[src/sre_pkg.sv]
// Shared types and constants for the stack with range edit.
`timescale 1ns / 1ps

package sre_pkg;

  localparam int DEPTH_DEF      = 16;
  localparam int DATA_WIDTH_DEF = 32;
  localparam int FUNC_W         = 3;

  localparam logic [FUNC_W-1:0] FUNC_PUSH   = 3'd0;
  localparam logic [FUNC_W-1:0] FUNC_POP    = 3'd1;
  localparam logic [FUNC_W-1:0] FUNC_READ   = 3'd2;
  localparam logic [FUNC_W-1:0] FUNC_REMOVE = 3'd3;
  localparam logic [FUNC_W-1:0] FUNC_INSERT = 3'd4;

  typedef enum logic [1:0] {
    ST_OK    = 2'd0,
    ST_EMPTY = 2'd1,
    ST_FULL  = 2'd2,
    ST_RANGE = 2'd3
  } status_e;

  typedef enum logic [2:0] {
    S_IDLE,
    S_DECIDE,
    S_RD_WAIT,
    S_REMOVE,
    S_SEARCH,
    S_SHIFT,
    S_PLACE
  } ctl_state_e;

  typedef enum logic [3:0] {
    OP_NONE,
    OP_LOAD,
    OP_PUSH,
    OP_POP,
    OP_RD_ISSUE,
    OP_RM_SETUP,
    OP_RM_STEP,
    OP_SR_SETUP,
    OP_SR_STEP,
    OP_SH_STEP,
    OP_PLACE
  } dp_op_e;

  typedef struct packed {
    dp_op_e  op;
    logic    finish;
    status_e code;
    logic    use_rdata;
  } dp_cmd_t;

  typedef struct packed {
    logic [FUNC_W-1:0] func;
    logic              full;
    logic              empty;
    logic              rd_ok;
    logic              rm_bad;
    logic              rm_none;
    logic              mv_done;
    logic              sr_done;
    logic              sh_done;
  } dp_stat_t;

endpackage

[src/sre_datapath.sv]
// Datapath: entry store, entry count, walk pointers and result registers.
`timescale 1ns / 1ps

module sre_datapath #(
  parameter int DEPTH      = sre_pkg::DEPTH_DEF,
  parameter int DATA_WIDTH = sre_pkg::DATA_WIDTH_DEF
) (
  input  logic                               clk_i,
  input  logic                               rst_ni,
  input  logic [sre_pkg::FUNC_W-1:0]         func_i,
  input  logic signed [DATA_WIDTH-1:0]       value_i,
  input  logic [$clog2(DEPTH+1)-1:0]         position_i,
  input  logic [$clog2(DEPTH+1)-1:0]         remove_count_i,
  input  logic signed [DATA_WIDTH-1:0]       match_value_i,
  input  sre_pkg::dp_cmd_t                   cmd_i,
  output sre_pkg::dp_stat_t                  stat_o,
  output logic                               done_o,
  output logic signed [DATA_WIDTH-1:0]       read_data_o,
  output logic [$clog2(DEPTH+1)-1:0]         entry_total_o,
  output logic [1:0]                         status_o
);

  localparam int AW = $clog2(DEPTH);
  localparam int CW = $clog2(DEPTH+1);

  logic [DATA_WIDTH-1:0]      mem [DEPTH];
  logic [DATA_WIDTH-1:0]      mem_rd_q;

  logic [sre_pkg::FUNC_W-1:0] func_q;
  logic [DATA_WIDTH-1:0]      value_q;
  logic [DATA_WIDTH-1:0]      match_q;
  logic [CW-1:0]              pos_q;
  logic [CW-1:0]              rcnt_q;

  logic [CW-1:0]              count_q, count_d;
  logic [CW-1:0]              rptr_q, rptr_d;
  logic [CW-1:0]              wptr_q, wptr_d;
  logic [CW-1:0]              n_q, n_d;
  logic [AW-1:0]              paddr_q, paddr_d;
  logic [AW-1:0]              slot_q, slot_d;
  logic                       pend_q, pend_d;

  logic                       done_q;
  logic [DATA_WIDTH-1:0]      rdata_q;
  logic [CW-1:0]              total_q;
  logic [1:0]                 status_q;

  logic                       we;
  logic [AW-1:0]              waddr;
  logic [DATA_WIDTH-1:0]      wdata;
  logic                       re;
  logic [AW-1:0]              raddr;

  logic [CW-1:0]              avail;
  logic [CW-1:0]              n_calc;
  logic [CW-1:0]              rptr_dec;
  logic                       hit;
  logic                       sr_done;
  logic                       sh_done;
  logic                       mv_done;

  assign avail    = count_q - pos_q + CW'(1);
  assign n_calc   = (rcnt_q < avail) ? rcnt_q : avail;
  assign rptr_dec = rptr_q - CW'(1);
  assign hit      = pend_q && (mem_rd_q == match_q);
  assign sr_done  = hit || (rptr_q == '0);
  assign sh_done  = (rptr_q == CW'(slot_q)) && !pend_q;
  assign mv_done  = (rptr_q >= count_q) && !pend_q;

  always_comb begin
    stat_o.func    = func_q;
    stat_o.full    = (count_q == CW'(DEPTH));
    stat_o.empty   = (count_q == '0);
    stat_o.rd_ok   = (pos_q < count_q);
    stat_o.rm_bad  = (pos_q == '0) || (pos_q > count_q);
    stat_o.rm_none = (rcnt_q == '0);
    stat_o.mv_done = mv_done;
    stat_o.sr_done = sr_done;
    stat_o.sh_done = sh_done;
  end

  always_comb begin
    count_d = count_q;
    rptr_d  = rptr_q;
    wptr_d  = wptr_q;
    n_d     = n_q;
    paddr_d = paddr_q;
    slot_d  = slot_q;
    pend_d  = pend_q;
    we      = 1'b0;
    waddr   = count_q[AW-1:0];
    wdata   = value_q;
    re      = 1'b0;
    raddr   = rptr_dec[AW-1:0];
    unique case (cmd_i.op)
      sre_pkg::OP_PUSH: begin
        we      = 1'b1;
        waddr   = count_q[AW-1:0];
        wdata   = value_q;
        count_d = count_q + CW'(1);
      end
      sre_pkg::OP_POP: begin
        count_d = count_q - CW'(1);
      end
      sre_pkg::OP_RD_ISSUE: begin
        re    = 1'b1;
        raddr = pos_q[AW-1:0];
      end
      sre_pkg::OP_RM_SETUP: begin
        rptr_d = avail;
        wptr_d = avail - n_calc;
        n_d    = n_calc;
        pend_d = 1'b0;
      end
      sre_pkg::OP_RM_STEP: begin
        if (rptr_q < count_q) begin
          re     = 1'b1;
          raddr  = rptr_q[AW-1:0];
          rptr_d = rptr_q + CW'(1);
          pend_d = 1'b1;
        end else begin
          pend_d = 1'b0;
        end
        if (pend_q) begin
          we     = 1'b1;
          waddr  = wptr_q[AW-1:0];
          wdata  = mem_rd_q;
          wptr_d = wptr_q + CW'(1);
        end
        if (mv_done) begin
          count_d = count_q - n_q;
        end
      end
      sre_pkg::OP_SR_SETUP: begin
        rptr_d = count_q;
        pend_d = 1'b0;
      end
      sre_pkg::OP_SR_STEP: begin
        if (sr_done) begin
          slot_d = hit ? (paddr_q + AW'(1)) : '0;
          rptr_d = count_q;
          pend_d = 1'b0;
        end else begin
          re      = 1'b1;
          raddr   = rptr_dec[AW-1:0];
          rptr_d  = rptr_dec;
          paddr_d = rptr_dec[AW-1:0];
          pend_d  = 1'b1;
        end
      end
      sre_pkg::OP_SH_STEP: begin
        if (rptr_q > CW'(slot_q)) begin
          re      = 1'b1;
          raddr   = rptr_dec[AW-1:0];
          rptr_d  = rptr_dec;
          paddr_d = rptr_dec[AW-1:0];
          pend_d  = 1'b1;
        end else begin
          pend_d = 1'b0;
        end
        if (pend_q) begin
          we    = 1'b1;
          waddr = paddr_q + AW'(1);
          wdata = mem_rd_q;
        end
      end
      sre_pkg::OP_PLACE: begin
        we      = 1'b1;
        waddr   = slot_q;
        wdata   = value_q;
        count_d = count_q + CW'(1);
      end
      default: begin
      end
    endcase
  end

  always_ff @(posedge clk_i) begin
    if (we) begin
      mem[waddr] <= wdata;
    end
  end

  always_ff @(posedge clk_i) begin
    if (re) begin
      mem_rd_q <= mem[raddr];
    end
  end

  always_ff @(posedge clk_i or negedge rst_ni) begin
    if (!rst_ni) begin
      count_q <= '0;
      rptr_q  <= '0;
      wptr_q  <= '0;
      n_q     <= '0;
      paddr_q <= '0;
      slot_q  <= '0;
      pend_q  <= 1'b0;
      done_q  <= 1'b0;
    end else begin
      count_q <= count_d;
      rptr_q  <= rptr_d;
      wptr_q  <= wptr_d;
      n_q     <= n_d;
      paddr_q <= paddr_d;
      slot_q  <= slot_d;
      pend_q  <= pend_d;
      done_q  <= cmd_i.finish;
    end
  end

  always_ff @(posedge clk_i) begin
    if (cmd_i.op == sre_pkg::OP_LOAD) begin
      func_q  <= func_i;
      value_q <= value_i;
      match_q <= match_value_i;
      pos_q   <= position_i;
      rcnt_q  <= remove_count_i;
    end
    if (cmd_i.finish) begin
      rdata_q  <= cmd_i.use_rdata ? mem_rd_q : '0;
      total_q  <= count_d;
      status_q <= cmd_i.code;
    end
  end

  assign done_o        = done_q;
  assign read_data_o   = rdata_q;
  assign entry_total_o = total_q;
  assign status_o      = status_q;

`ifndef ASSERT_OFF
  a_done_single: assert property (@(posedge clk_i) disable iff (!rst_ni)
    done_q |=> !done_q)
    else $error("Result strobe held for more than one cycle.");

  a_push_count: assert property (@(posedge clk_i) disable iff (!rst_ni)
    (cmd_i.op == sre_pkg::OP_PUSH) |=> (count_q == $past(count_q) + CW'(1)))
    else $error("Push did not advance the entry count by one.");

  a_count_bound: assert property (@(posedge clk_i) disable iff (!rst_ni)
    (count_q <= CW'(DEPTH)))
    else $error("Entry count exceeds the store depth.");

  a_remove_order: assert property (@(posedge clk_i) disable iff (!rst_ni)
    ((cmd_i.op == sre_pkg::OP_RM_STEP) && pend_q) |-> (wptr_q < rptr_q))
    else $error("Range removal writes at or above its read pointer.");
`endif

endmodule

[src/sre_controller.sv]
// Controller state machine that sequences each transaction through the datapath.
`timescale 1ns / 1ps

module sre_controller (
  input  logic              clk_i,
  input  logic              rst_ni,
  input  logic              start,
  output logic              busy,
  input  sre_pkg::dp_stat_t stat_i,
  output sre_pkg::dp_cmd_t  cmd_o
);

  sre_pkg::ctl_state_e state_q, state_d;

  always_comb begin
    state_d = state_q;
    unique case (state_q)
      sre_pkg::S_IDLE: begin
        if (start) begin
          state_d = sre_pkg::S_DECIDE;
        end
      end
      sre_pkg::S_DECIDE: begin
        state_d = sre_pkg::S_IDLE;
        unique case (stat_i.func)
          sre_pkg::FUNC_READ: begin
            if (stat_i.rd_ok) begin
              state_d = sre_pkg::S_RD_WAIT;
            end
          end
          sre_pkg::FUNC_REMOVE: begin
            if (!stat_i.rm_bad && !stat_i.rm_none) begin
              state_d = sre_pkg::S_REMOVE;
            end
          end
          sre_pkg::FUNC_INSERT: begin
            if (!stat_i.full) begin
              state_d = sre_pkg::S_SEARCH;
            end
          end
          default: begin
          end
        endcase
      end
      sre_pkg::S_RD_WAIT: begin
        state_d = sre_pkg::S_IDLE;
      end
      sre_pkg::S_REMOVE: begin
        if (stat_i.mv_done) begin
          state_d = sre_pkg::S_IDLE;
        end
      end
      sre_pkg::S_SEARCH: begin
        if (stat_i.sr_done) begin
          state_d = sre_pkg::S_SHIFT;
        end
      end
      sre_pkg::S_SHIFT: begin
        if (stat_i.sh_done) begin
          state_d = sre_pkg::S_PLACE;
        end
      end
      sre_pkg::S_PLACE: begin
        state_d = sre_pkg::S_IDLE;
      end
      default: begin
        state_d = sre_pkg::S_IDLE;
      end
    endcase
  end

  always_comb begin
    cmd_o.op        = sre_pkg::OP_NONE;
    cmd_o.finish    = 1'b0;
    cmd_o.code      = sre_pkg::ST_OK;
    cmd_o.use_rdata = 1'b0;
    unique case (state_q)
      sre_pkg::S_IDLE: begin
        if (start) begin
          cmd_o.op = sre_pkg::OP_LOAD;
        end
      end
      sre_pkg::S_DECIDE: begin
        unique case (stat_i.func)
          sre_pkg::FUNC_PUSH: begin
            cmd_o.finish = 1'b1;
            if (stat_i.full) begin
              cmd_o.code = sre_pkg::ST_FULL;
            end else begin
              cmd_o.op = sre_pkg::OP_PUSH;
            end
          end
          sre_pkg::FUNC_POP: begin
            cmd_o.finish = 1'b1;
            if (stat_i.empty) begin
              cmd_o.code = sre_pkg::ST_EMPTY;
            end else begin
              cmd_o.op = sre_pkg::OP_POP;
            end
          end
          sre_pkg::FUNC_READ: begin
            if (stat_i.rd_ok) begin
              cmd_o.op = sre_pkg::OP_RD_ISSUE;
            end else begin
              cmd_o.finish = 1'b1;
              cmd_o.code   = sre_pkg::ST_RANGE;
            end
          end
          sre_pkg::FUNC_REMOVE: begin
            if (stat_i.rm_bad) begin
              cmd_o.finish = 1'b1;
              cmd_o.code   = sre_pkg::ST_RANGE;
            end else if (stat_i.rm_none) begin
              cmd_o.finish = 1'b1;
            end else begin
              cmd_o.op = sre_pkg::OP_RM_SETUP;
            end
          end
          sre_pkg::FUNC_INSERT: begin
            if (stat_i.full) begin
              cmd_o.finish = 1'b1;
              cmd_o.code   = sre_pkg::ST_FULL;
            end else begin
              cmd_o.op = sre_pkg::OP_SR_SETUP;
            end
          end
          default: begin
            cmd_o.finish = 1'b1;
          end
        endcase
      end
      sre_pkg::S_RD_WAIT: begin
        cmd_o.finish    = 1'b1;
        cmd_o.use_rdata = 1'b1;
      end
      sre_pkg::S_REMOVE: begin
        cmd_o.op     = sre_pkg::OP_RM_STEP;
        cmd_o.finish = stat_i.mv_done;
      end
      sre_pkg::S_SEARCH: begin
        cmd_o.op = sre_pkg::OP_SR_STEP;
      end
      sre_pkg::S_SHIFT: begin
        cmd_o.op = sre_pkg::OP_SH_STEP;
      end
      sre_pkg::S_PLACE: begin
        cmd_o.op     = sre_pkg::OP_PLACE;
        cmd_o.finish = 1'b1;
      end
      default: begin
      end
    endcase
  end

  always_ff @(posedge clk_i or negedge rst_ni) begin
    if (!rst_ni) begin
      state_q <= sre_pkg::S_IDLE;
    end else begin
      state_q <= state_d;
    end
  end

  assign busy = (state_q != sre_pkg::S_IDLE);

endmodule

[src/stack_with_range_edit.sv]
// Top level of the bounded stack with indexed read, range removal and insert above match.
//
//   Channel   Direction  Handshake               Payload
//   command   in         start high, busy low    func_i, value_i, position_i,
//                                                remove_count_i, match_value_i
//   result    out        done_o for one cycle    read_data_o, entry_total_o, status_o
//
// Push, pop, unused codes and rejected transactions finish in the decide state; a read
// finishes after a store-read wait state. A range removal moves the entries above the range
// down; an insert searches down from the top for the match, shifts the entries above it up
// and places the value. The store takes one read and one write per cycle.
// Reset clears the entry count and the controller; the entry store is not cleared.
// Results cannot be stalled; each appears on done_o for exactly one cycle.
`timescale 1ns / 1ps

module stack_with_range_edit #(
  parameter int DEPTH      = sre_pkg::DEPTH_DEF,
  parameter int DATA_WIDTH = sre_pkg::DATA_WIDTH_DEF
) (
  input  logic                         clk_i,
  input  logic                         rst_ni,
  input  logic                         start,
  output logic                         busy,
  input  logic [sre_pkg::FUNC_W-1:0]   func_i,
  input  logic signed [DATA_WIDTH-1:0] value_i,
  input  logic [$clog2(DEPTH+1)-1:0]   position_i,
  input  logic [$clog2(DEPTH+1)-1:0]   remove_count_i,
  input  logic signed [DATA_WIDTH-1:0] match_value_i,
  output logic                         done_o,
  output logic signed [DATA_WIDTH-1:0] read_data_o,
  output logic [$clog2(DEPTH+1)-1:0]   entry_total_o,
  output logic [1:0]                   status_o
);

  sre_pkg::dp_cmd_t  cmd;
  sre_pkg::dp_stat_t stat;

  sre_controller u_ctl (
    .clk_i  (clk_i),
    .rst_ni (rst_ni),
    .start  (start),
    .busy   (busy),
    .stat_i (stat),
    .cmd_o  (cmd)
  );

  sre_datapath #(
    .DEPTH      (DEPTH),
    .DATA_WIDTH (DATA_WIDTH)
  ) u_dp (
    .clk_i          (clk_i),
    .rst_ni         (rst_ni),
    .func_i         (func_i),
    .value_i        (value_i),
    .position_i     (position_i),
    .remove_count_i (remove_count_i),
    .match_value_i  (match_value_i),
    .cmd_i          (cmd),
    .stat_o         (stat),
    .done_o         (done_o),
    .read_data_o    (read_data_o),
    .entry_total_o  (entry_total_o),
    .status_o       (status_o)
  );

endmodule
[config.mk]
export PLATFORM = sky130hd
export DESIGN_NAME = stack_with_range_edit
export DESIGN_NICKNAME = d
export VERILOG_FILES = /design/src/sre_pkg.sv /design/src/sre_datapath.sv /design/src/sre_controller.sv /design/src/stack_with_range_edit.sv
export SDC_FILE = /design/constraint.sdc
export NUM_CORES = 1
export LEC_CHECK = 0
export BUFFER_PORTS_ARGS = -buffer_cell sky130_fd_sc_hd__buf_2
export CAP_MARGIN = 0
export CORE_MARGIN = 4
export CORE_UTILIZATION = 50
export DETAILED_ROUTE_END_ITERATION = 16
export GPL_ROUTABILITY_DRIVEN = 0
export PLACE_DENSITY = 0.69
export SETUP_SLACK_MARGIN = 0.2
export SYNTH_ARGS = -nofsm -noshare
export SYNTH_HDL_FRONTEND = slang
export SYNTH_SLANG_ARGS = --single-unit
[constraint.sdc]
create_clock -name clk_i -period 5 [get_ports clk_i]
set_input_delay 1 -clock clk_i [delete_from_list [all_inputs] [get_ports clk_i]]
set_output_delay 1 -clock clk_i [all_outputs]
set_load 0.005 [all_outputs]
==> results of run 1 <==
==> power breakdown <==
part	switching (mW)	total (mW)	internal (mW)	leakage [nW]
sequential	0.728	8.86	8.13	6.40
clock	2.19	4.97	2.78	1.05
combinational	6.93	10.4	3.45	4.38
total	9.85	24.2	14.4	11.8
==> sequential cells by signal (all words and copies together), names as in the netlist <==
name,cells
u_dp.mem,512
u_dp.match_q,32
u_dp.pos_q,5
u_dp.rcnt_q,5
u_dp.rptr_q,5
u_dp.pend_q,1
u_dp.count_q,5
u_dp.done_o,1
u_dp.value_q,32
u_dp.wptr_q,4
u_dp.n_q,5
u_dp.paddr_q,4
u_dp.entry_total_o,5
u_dp.slot_q,4
u_dp.status_o,2
u_ctl.state_q,3
u_dp.func_q,3
u_dp.mem_rd_q,32
u_dp.read_data_o,32
==> worst paths after layout <==
kind,to,slack (ps),cells past startpoint,startpoint
setup / recovery,u_dp.mem_rd_q[6],530,14,u_dp.count_q[1]
hold / removal,u_dp.count_q[2],480,1,rst_ni
setup reg to reg,u_dp.mem_rd_q[6],530,14,u_dp.count_q[1]
hold reg to reg,u_dp.slot_q[2],490,1,u_dp.slot_q[2]
max in group asynchronous,u_dp.paddr_q[0],3990,1,rst_ni
min in group clk_i,u_dp.slot_q[2],490,1,u_dp.slot_q[2]
==> cell families (layout without fill, tap and decap cells) <==
kind of cell / count (synthesis) / after routing / synth area share (%)
XOR/XNOR: 51 / 51 / 1.53
AND/OR/NAND/NOR: 1015 / 1015 / 15.4
multiplexers: 46 / 46 / 1.74
adder cells (fa/ha/maj): 43 / 43 / 1.91
flip-flops: 692 / 692 / 70.7
buffers and inverters: 161 / 345 / 2.47
AO/OA/AOI/OAI: 249 / 249 / 6.25
==> per-stage QoR <==
stage          cells  area [sq um]  hold slack, ps  setup TNS [ps]
2_1_floorplan   2257         29200             466          -19170
3_3_place_gp    3080         31200             482               0
3_5_place_dp    3080         31200             482               0
4_1_cts         3206         33300             490               0
5_1_grt         3206         33300             535               0
6_report        3206         33300             484               0
==> per-layer routing <==
| layer | global-route usage, % | vias up | share of wire [%] |
|---|---|---|---|
| met3 | 3.98 | 142 | 9.8 |
| met4 | 6.98 | 0 | 2.4 |
| li1 | - | 8521 | - |
| met1 | 33.4 | 9236 | 41 |
| met5 | 0 | - | 0 |
| met2 | 36.0 | 974 | 47 |
==> cell usage after synthesis (all sizes together) (6+ instances only) <==
master  count  area [sq um]
a211oi      6          62.6
edfxtp    660         19800
a31oi       7          43.8
xor2       36           315
o21ai      98           490
a21oi      38           190
o22ai       8          50.1
and2       36           226
dfrtp      32           801
buf        81           422
nor3       16           100
mux2i       9          90.1
o21a        7          52.6
mux2       37           417
nor2b       9          56.3
nor4       10          77.6
nand2     628          2360
nand3     153           766
nand4      96           601
xnor2      15           131
clkbuf     39           146
ha         39           488
o221ai      6          76.3
a221oi     31           422
o211ai      6          50.1
nor2       50           188
inv        41           154
a21o        8          67.6
==> cell type report <==
cell class	instances	area share (%)
multi-input combinational	1404	24.2
sequential	692	61.9
inverter	41	0.462
clock buffer	91	5.62
clock inverter	35	0.875
timing repair buffer	178	4.12
tap	765	2.87
==> worst max-delay path, cell delays in order (launching register included) <==
cell      delay, ps
dfrtp_1         560
inv_1           200
ha_1            360
nor2b_1         150
o31a_1          270
o31a_1          290
o21a_1          230
o21ai_1         410
nand2_2         240
o221a_1         490
a211oi_4        300
buf_4           360
nand3_1         120
nand4_1         140
a221oi_2         40
==> impl_metrics.py, run 1 <==
metrics = {
    "status": {
        "status": "finished, final reports clean",
    },
    "sta": {
        "rsz0062_at_grt": "no",
        "clock.fmax_ghz": 0.224,
        "tightest_slew_ps": 1140,
        "min_period_ps": 4470,
        "slew_violations": 0,
        "fin_ws_ps": 529,
        "finalHoldViolCount": 0,
        "min_period_over_period_pct": 89.4,
        "setup-violations-final": 0,
        "skew_ps": 26.0,
        "slew_headroom_pct": 23.8,
    },
    "power_and_ir_drop": {
        "p_per_area_nw_per_um2": 727,
        "totalPowerFinal_mw": 24.2,
        "ir_worst_vdd_uv": 555,
        "cellLeakagePower_nw": 11.8,
    },
    "global_route": {
        "grt_max_degree": 92,
        "antenna_found_initial": 0,
        "grt_pass1_vias": 18300,
        "grt_pass1_wl_um": 111000,
        "track_usage_pct": 23.0,
        "overflow": 0,
    },
    "detailed_routing": {
        "wire_per_inst_um": 22.7,
        "ant_nets": 0,
        "vias": 18900,
        "drc": 0,
        "drtIter0Drc": 2509,
        "dr.pass1.iters": 7,
        "wirelength_um": 72900,
        "drt-vias-per-instance": 5.89,
    },
    "die": {
        "initial_core_util_pct": 50.6,
        "io_pins": 121,
        "die_area_sq_um": 62300,
        "die_w_um": 250,
        "core.rowCount": 88,
        "die_y_um": 250,
        "fp.coreArea_sq_um": 57700,
    },
    "worst_setup_path": {
        "crit_fanout": 18,
        "startpoint_type": "flop",
        "critical_path_class": "reg2reg",
        "crit_arrival_ps": 4790,
        "end_kind": "flop",
        "required_ps": 5320,
    },
    "cells_and_area": {
        "nets": 2510,
        "multi_input_area_sq_um": 8050,
        "layout_commonest_cell": "edfxtp_1",
        "n_fill_cell": 4468,
        "mostFrequentLayoutCells": "660 x edfxtp_1, 627 x nand2_1, 152 x nand3_1",
        "drive_gt1_share_pct": 15.5,
        "seq_area_sq_um": 20600,
        "layout-area-overhead-vs-synth_pct": 14.2,
        "final_core_util_pct": 57.8,
        "n_antenna_cell": 0,
    },
    "synth": {
        "synthesis.instances": 2257,
        "avgSynthCellArea_sq_um": 12.9,
        "synthesis.area_sq_um": 29200,
        "syn_nets": 2379,
        "ys_ff_latch": 692,
        "ys.warnings.count": 0,
        "synth-edff-count": 660,
        "ys_seq_area_share_pct": 70.7,
        "async_flop_share_pct": 4.62,
        "synth.distinct_cells": 75,
        "ys.flop_type": "edfxtp_1",
    },
    "cts": {
        "cts_hold_buf": 0,
        "htreeDepth": 3,
        "cts_tree": "done",
        "clockBufferDepth": 3,
        "root_buffer": "clkbuf_16",
        "worstSkewPairLatency_ps": 610,
        "numCtsBuffers": 71,
        "path_clk_slew_ps": 60,
        "post_cts_buffers": 0,
        "cts_sinks": 692,
        "cts_resized": 0,
    },
    "placed_design": {
        "io_buffers": 120,
        "pre_cts_slack_ps": 582,
        "dp_hpwl_um": 41600,
    },
    "flow_run": {
        "max_cap_viol_count": 0,
    },
    "min_path": {
        "hp-class": "in2async",
    },
}
No activity file was read; power rests on OpenSTA's default activity.
==> inputs of run 2 (changes only) <==
--- a/config.mk
+++ b/config.mk
@@ -15,4 +15,5 @@
 export SETUP_SLACK_MARGIN = 0.2
 export SYNTH_ARGS = -nofsm -noshare
 export SYNTH_HDL_FRONTEND = slang
+export SYNTH_HIERARCHICAL = 1
 export SYNTH_SLANG_ARGS = --single-unit
==> impl_metrics.py, run 2 <==
metrics = {
    "power_and_ir_drop": {
        "p_per_area_nw_per_um2": 794,
        "ir_worst_vdd_uv": 548,
        "cellLeakagePower_nw": 12.6,
        "totalPowerFinal_mw": 27.6,
    },
    "detailed_routing": {
        "vias": 16900,
        "drt-vias-per-instance": 6.03,
        "drtIter0Drc": 1683,
        "wire_per_inst_um": 26.7,
        "dr.pass1.iters": 6,
        "drc": 0,
        "ant_nets": 0,
        "wirelength_um": 74900,
    },
    "synth": {
        "synthesis.area_sq_um": 28400,
        "synth_top_cells_by_count": "660 x edfxtp_1, 265 x mux2i_1, 135 x o22ai_1",
        "avgSynthCellArea_sq_um": 16.5,
        "synth_largest_area_cell": "edfxtp_1",
        "syn_nets": 1841,
        "ys_seq_area_share_pct": 72.5,
        "ys.flop_type": "edfxtp_1",
        "async_flop_share_pct": 4.62,
        "synthesis.instances": 1719,
        "synth-edff-count": 660,
        "ys_top_cells_by_area": "edfxtp_1 70%, mux2i_1 9.3%, o22ai_1 3.0%",
        "synth.distinct_cells": 79,
        "synth.most_common_cell": "edfxtp_1",
        "netlist.area_leader.share_pct": 69.7,
        "ys_ff_latch": 692,
        "ys.warnings.count": 6,
    },
    "cells_and_area": {
        "layout_commonest_cell": "edfxtp_1",
        "layout-area-overhead-vs-synth_pct": 22.4,
        "seq_area_sq_um": 20600,
        "nets": 2112,
        "n_fill_cell": 3988,
        "mostFrequentLayoutCells": "660 x edfxtp_1, 247 x mux2i_1, 133 x o22ai_1",
        "drive_gt1_share_pct": 25.0,
        "regMostFlops": "u_dp/mem",
        "n_antenna_cell": 0,
        "multi_input_area_sq_um": 7700,
        "largest_reg_flops": 512,
    },
    "worst_setup_path": {
        "critical_path_class": "reg2reg",
        "crit_fanout": 10,
        "end_kind": "flop",
        "crit_arrival_ps": 5170,
        "r2r_start": "u_dp/pos_q[1]",
        "r2r_cells": 23,
        "startpoint": "u_dp/pos_q[1]",
        "required_ps": 5330,
        "startpoint_type": "flop",
    },
    "sta": {
        "setup-violations-final": 0,
        "tightest_slew_ps": 1180,
        "skew_ps": 30.6,
        "slew_headroom_pct": 20.5,
        "rsz0062_at_grt": "yes",
        "setup_tns_ps": 0,
        "clock.fmax_ghz": 0.207,
        "finalHoldViolCount": 0,
        "min_period_over_period_pct": 96.8,
        "min_period_ps": 4840,
        "slew_violations": 0,
    },
    "placed_design": {
        "io_buffers": 120,
        "dp_hpwl_um": 44300,
    },
    "die": {
        "die_w_um": 247,
        "die_area_sq_um": 60800,
        "die_y_um": 247,
        "initial_core_util_pct": 50.4,
        "fp.coreArea_sq_um": 56400,
        "core.rowCount": 87,
        "io_pins": 121,
    },
    "cts": {
        "cts_tree": "done",
        "path_clk_slew_ps": 60,
        "numCtsBuffers": 72,
        "root_buffer": "clkbuf_16",
        "cts_hold_buf": 0,
        "worstSkewPairLatency_ps": 610,
        "cts_sinks": 692,
        "htreeDepth": 3,
        "clockBufferDepth": 3,
    },
    "min_path": {
        "hp-class": "reg2reg",
        "hold_depth": 2,
        "worstHoldStart": "u_dp/n_q[2]",
    },
    "global_route": {
        "grt_pass1_wl_um": 104000,
        "grt_pass1_vias": 16300,
        "track_usage_pct": 23.2,
        "overflow": 0,
        "antenna_found_initial": 0,
        "grt_max_degree": 46,
    },
    "flow_run": {
        "max_cap_viol_count": 0,
    },
    "status": {
        "status": "finished, final reports clean",
    },
}
==> run 2: cell count changes after synthesis, sizes merged, moves of 66 or more <==
cell,delta
nand2,-582
mux2i,+256
nand3,-137
o22ai,+127
nand4,-80
o21ai,-66
==> run 2: metrics by stage <==
stage	cell area (sq um)	worst slack [ps]	instances	hold slack [ps]	utilization (%)
5_1_grt	34800	22.9	2802	514	61.8
4_1_cts	33700	192	2746	484	59.8
3_3_place_gp	31200	144	2612	471	55.3
2_1_floorplan	28600	149	1719	450	-
3_5_place_dp	31200	133	2612	476	55.3
6_report	34800	160	2802	484	61.8
==> run 2: kinds of logic (layout without fill, tap and decap cells) <==
logic type               Yosys count  count (layout)  synth area share, %
buffers and inverters            114             441                 1.95
AO/OA/AOI/OAI                    255             255                 5.84
flip-flops                       692             692                 72.5
multiplexers                     302             302                 10.8
adder cells (fa/ha/maj)           42              42                 1.98
AND/OR/NAND/NOR                  260             260                 5.29
XOR/XNOR                          54              54                 1.66
==> run 2: cell type report <==
cell class	count	share of cell area [%]
Sequential cell	692	59.2
Timing Repair Buffer	277	8.56
Inverter	34	0.367
Clock inverter	39	1.51
Tap cell	756	2.72
Multi-Input combinational cell	913	22.1
Clock buffer	91	5.50
==> run 2: timing repair <==
action                     CTS  global route
buffers inserted             3            34
resized for setup            4            63
gates cloned                 1            22
setup endpoints to repair   14           286
pin swaps                    2             9
==> run 2: critical path, stage by stage, from the launching register on <==
cell and delay [ps]:
edfxtp_1 460, ha_4 210, fa_2 330, a21oi_2 140, o22ai_2 90, nor2_2 150
o22ai_2 110, or3b_4 410, nor2_2 110, o311ai_1 130, o21ai_1 150, buf_4 190
buf_4 130, nor3_4 40, buf_6 160, a32oi_2 190, o31ai_4 120, buf_12 180
buf_6 140, clkbuf_16 170, clkbuf_16 170, mux2i_1 190, o22ai_1 110, or4_1 500
==> run 2: layer usage <==
layer  global-route usage [%]  up-vias  wire [um]
li1                         -     7364          -
met1                     32.3     8520      30100
met2                     36.9      848      35300
met3                     5.06      173       6900
met4                     7.33        0       2530
met5                        0        -          0
==> run 2: power breakdown <==
part	internal (mW)	switching, mW
registers	8.23	0.717
logic	6.05	7.11
clock network	3.35	2.19
total	17.6	10.0
==> run 2: worst paths after layout <==
| check | to | slack, ps |
|---|---|---|
| hold / removal | u_dp/n_q[2] | 480 |
| setup / recovery | u_dp/mem_rd_q[3] | 160 |
| min in group asynchronous | u_dp/count_q[0] | 490 |
| max in group asynchronous | u_dp/count_q[1] | 3950 |
| hold reg to reg | u_dp/n_q[2] | 480 |
| setup reg to reg | u_dp/mem_rd_q[3] | 160 |
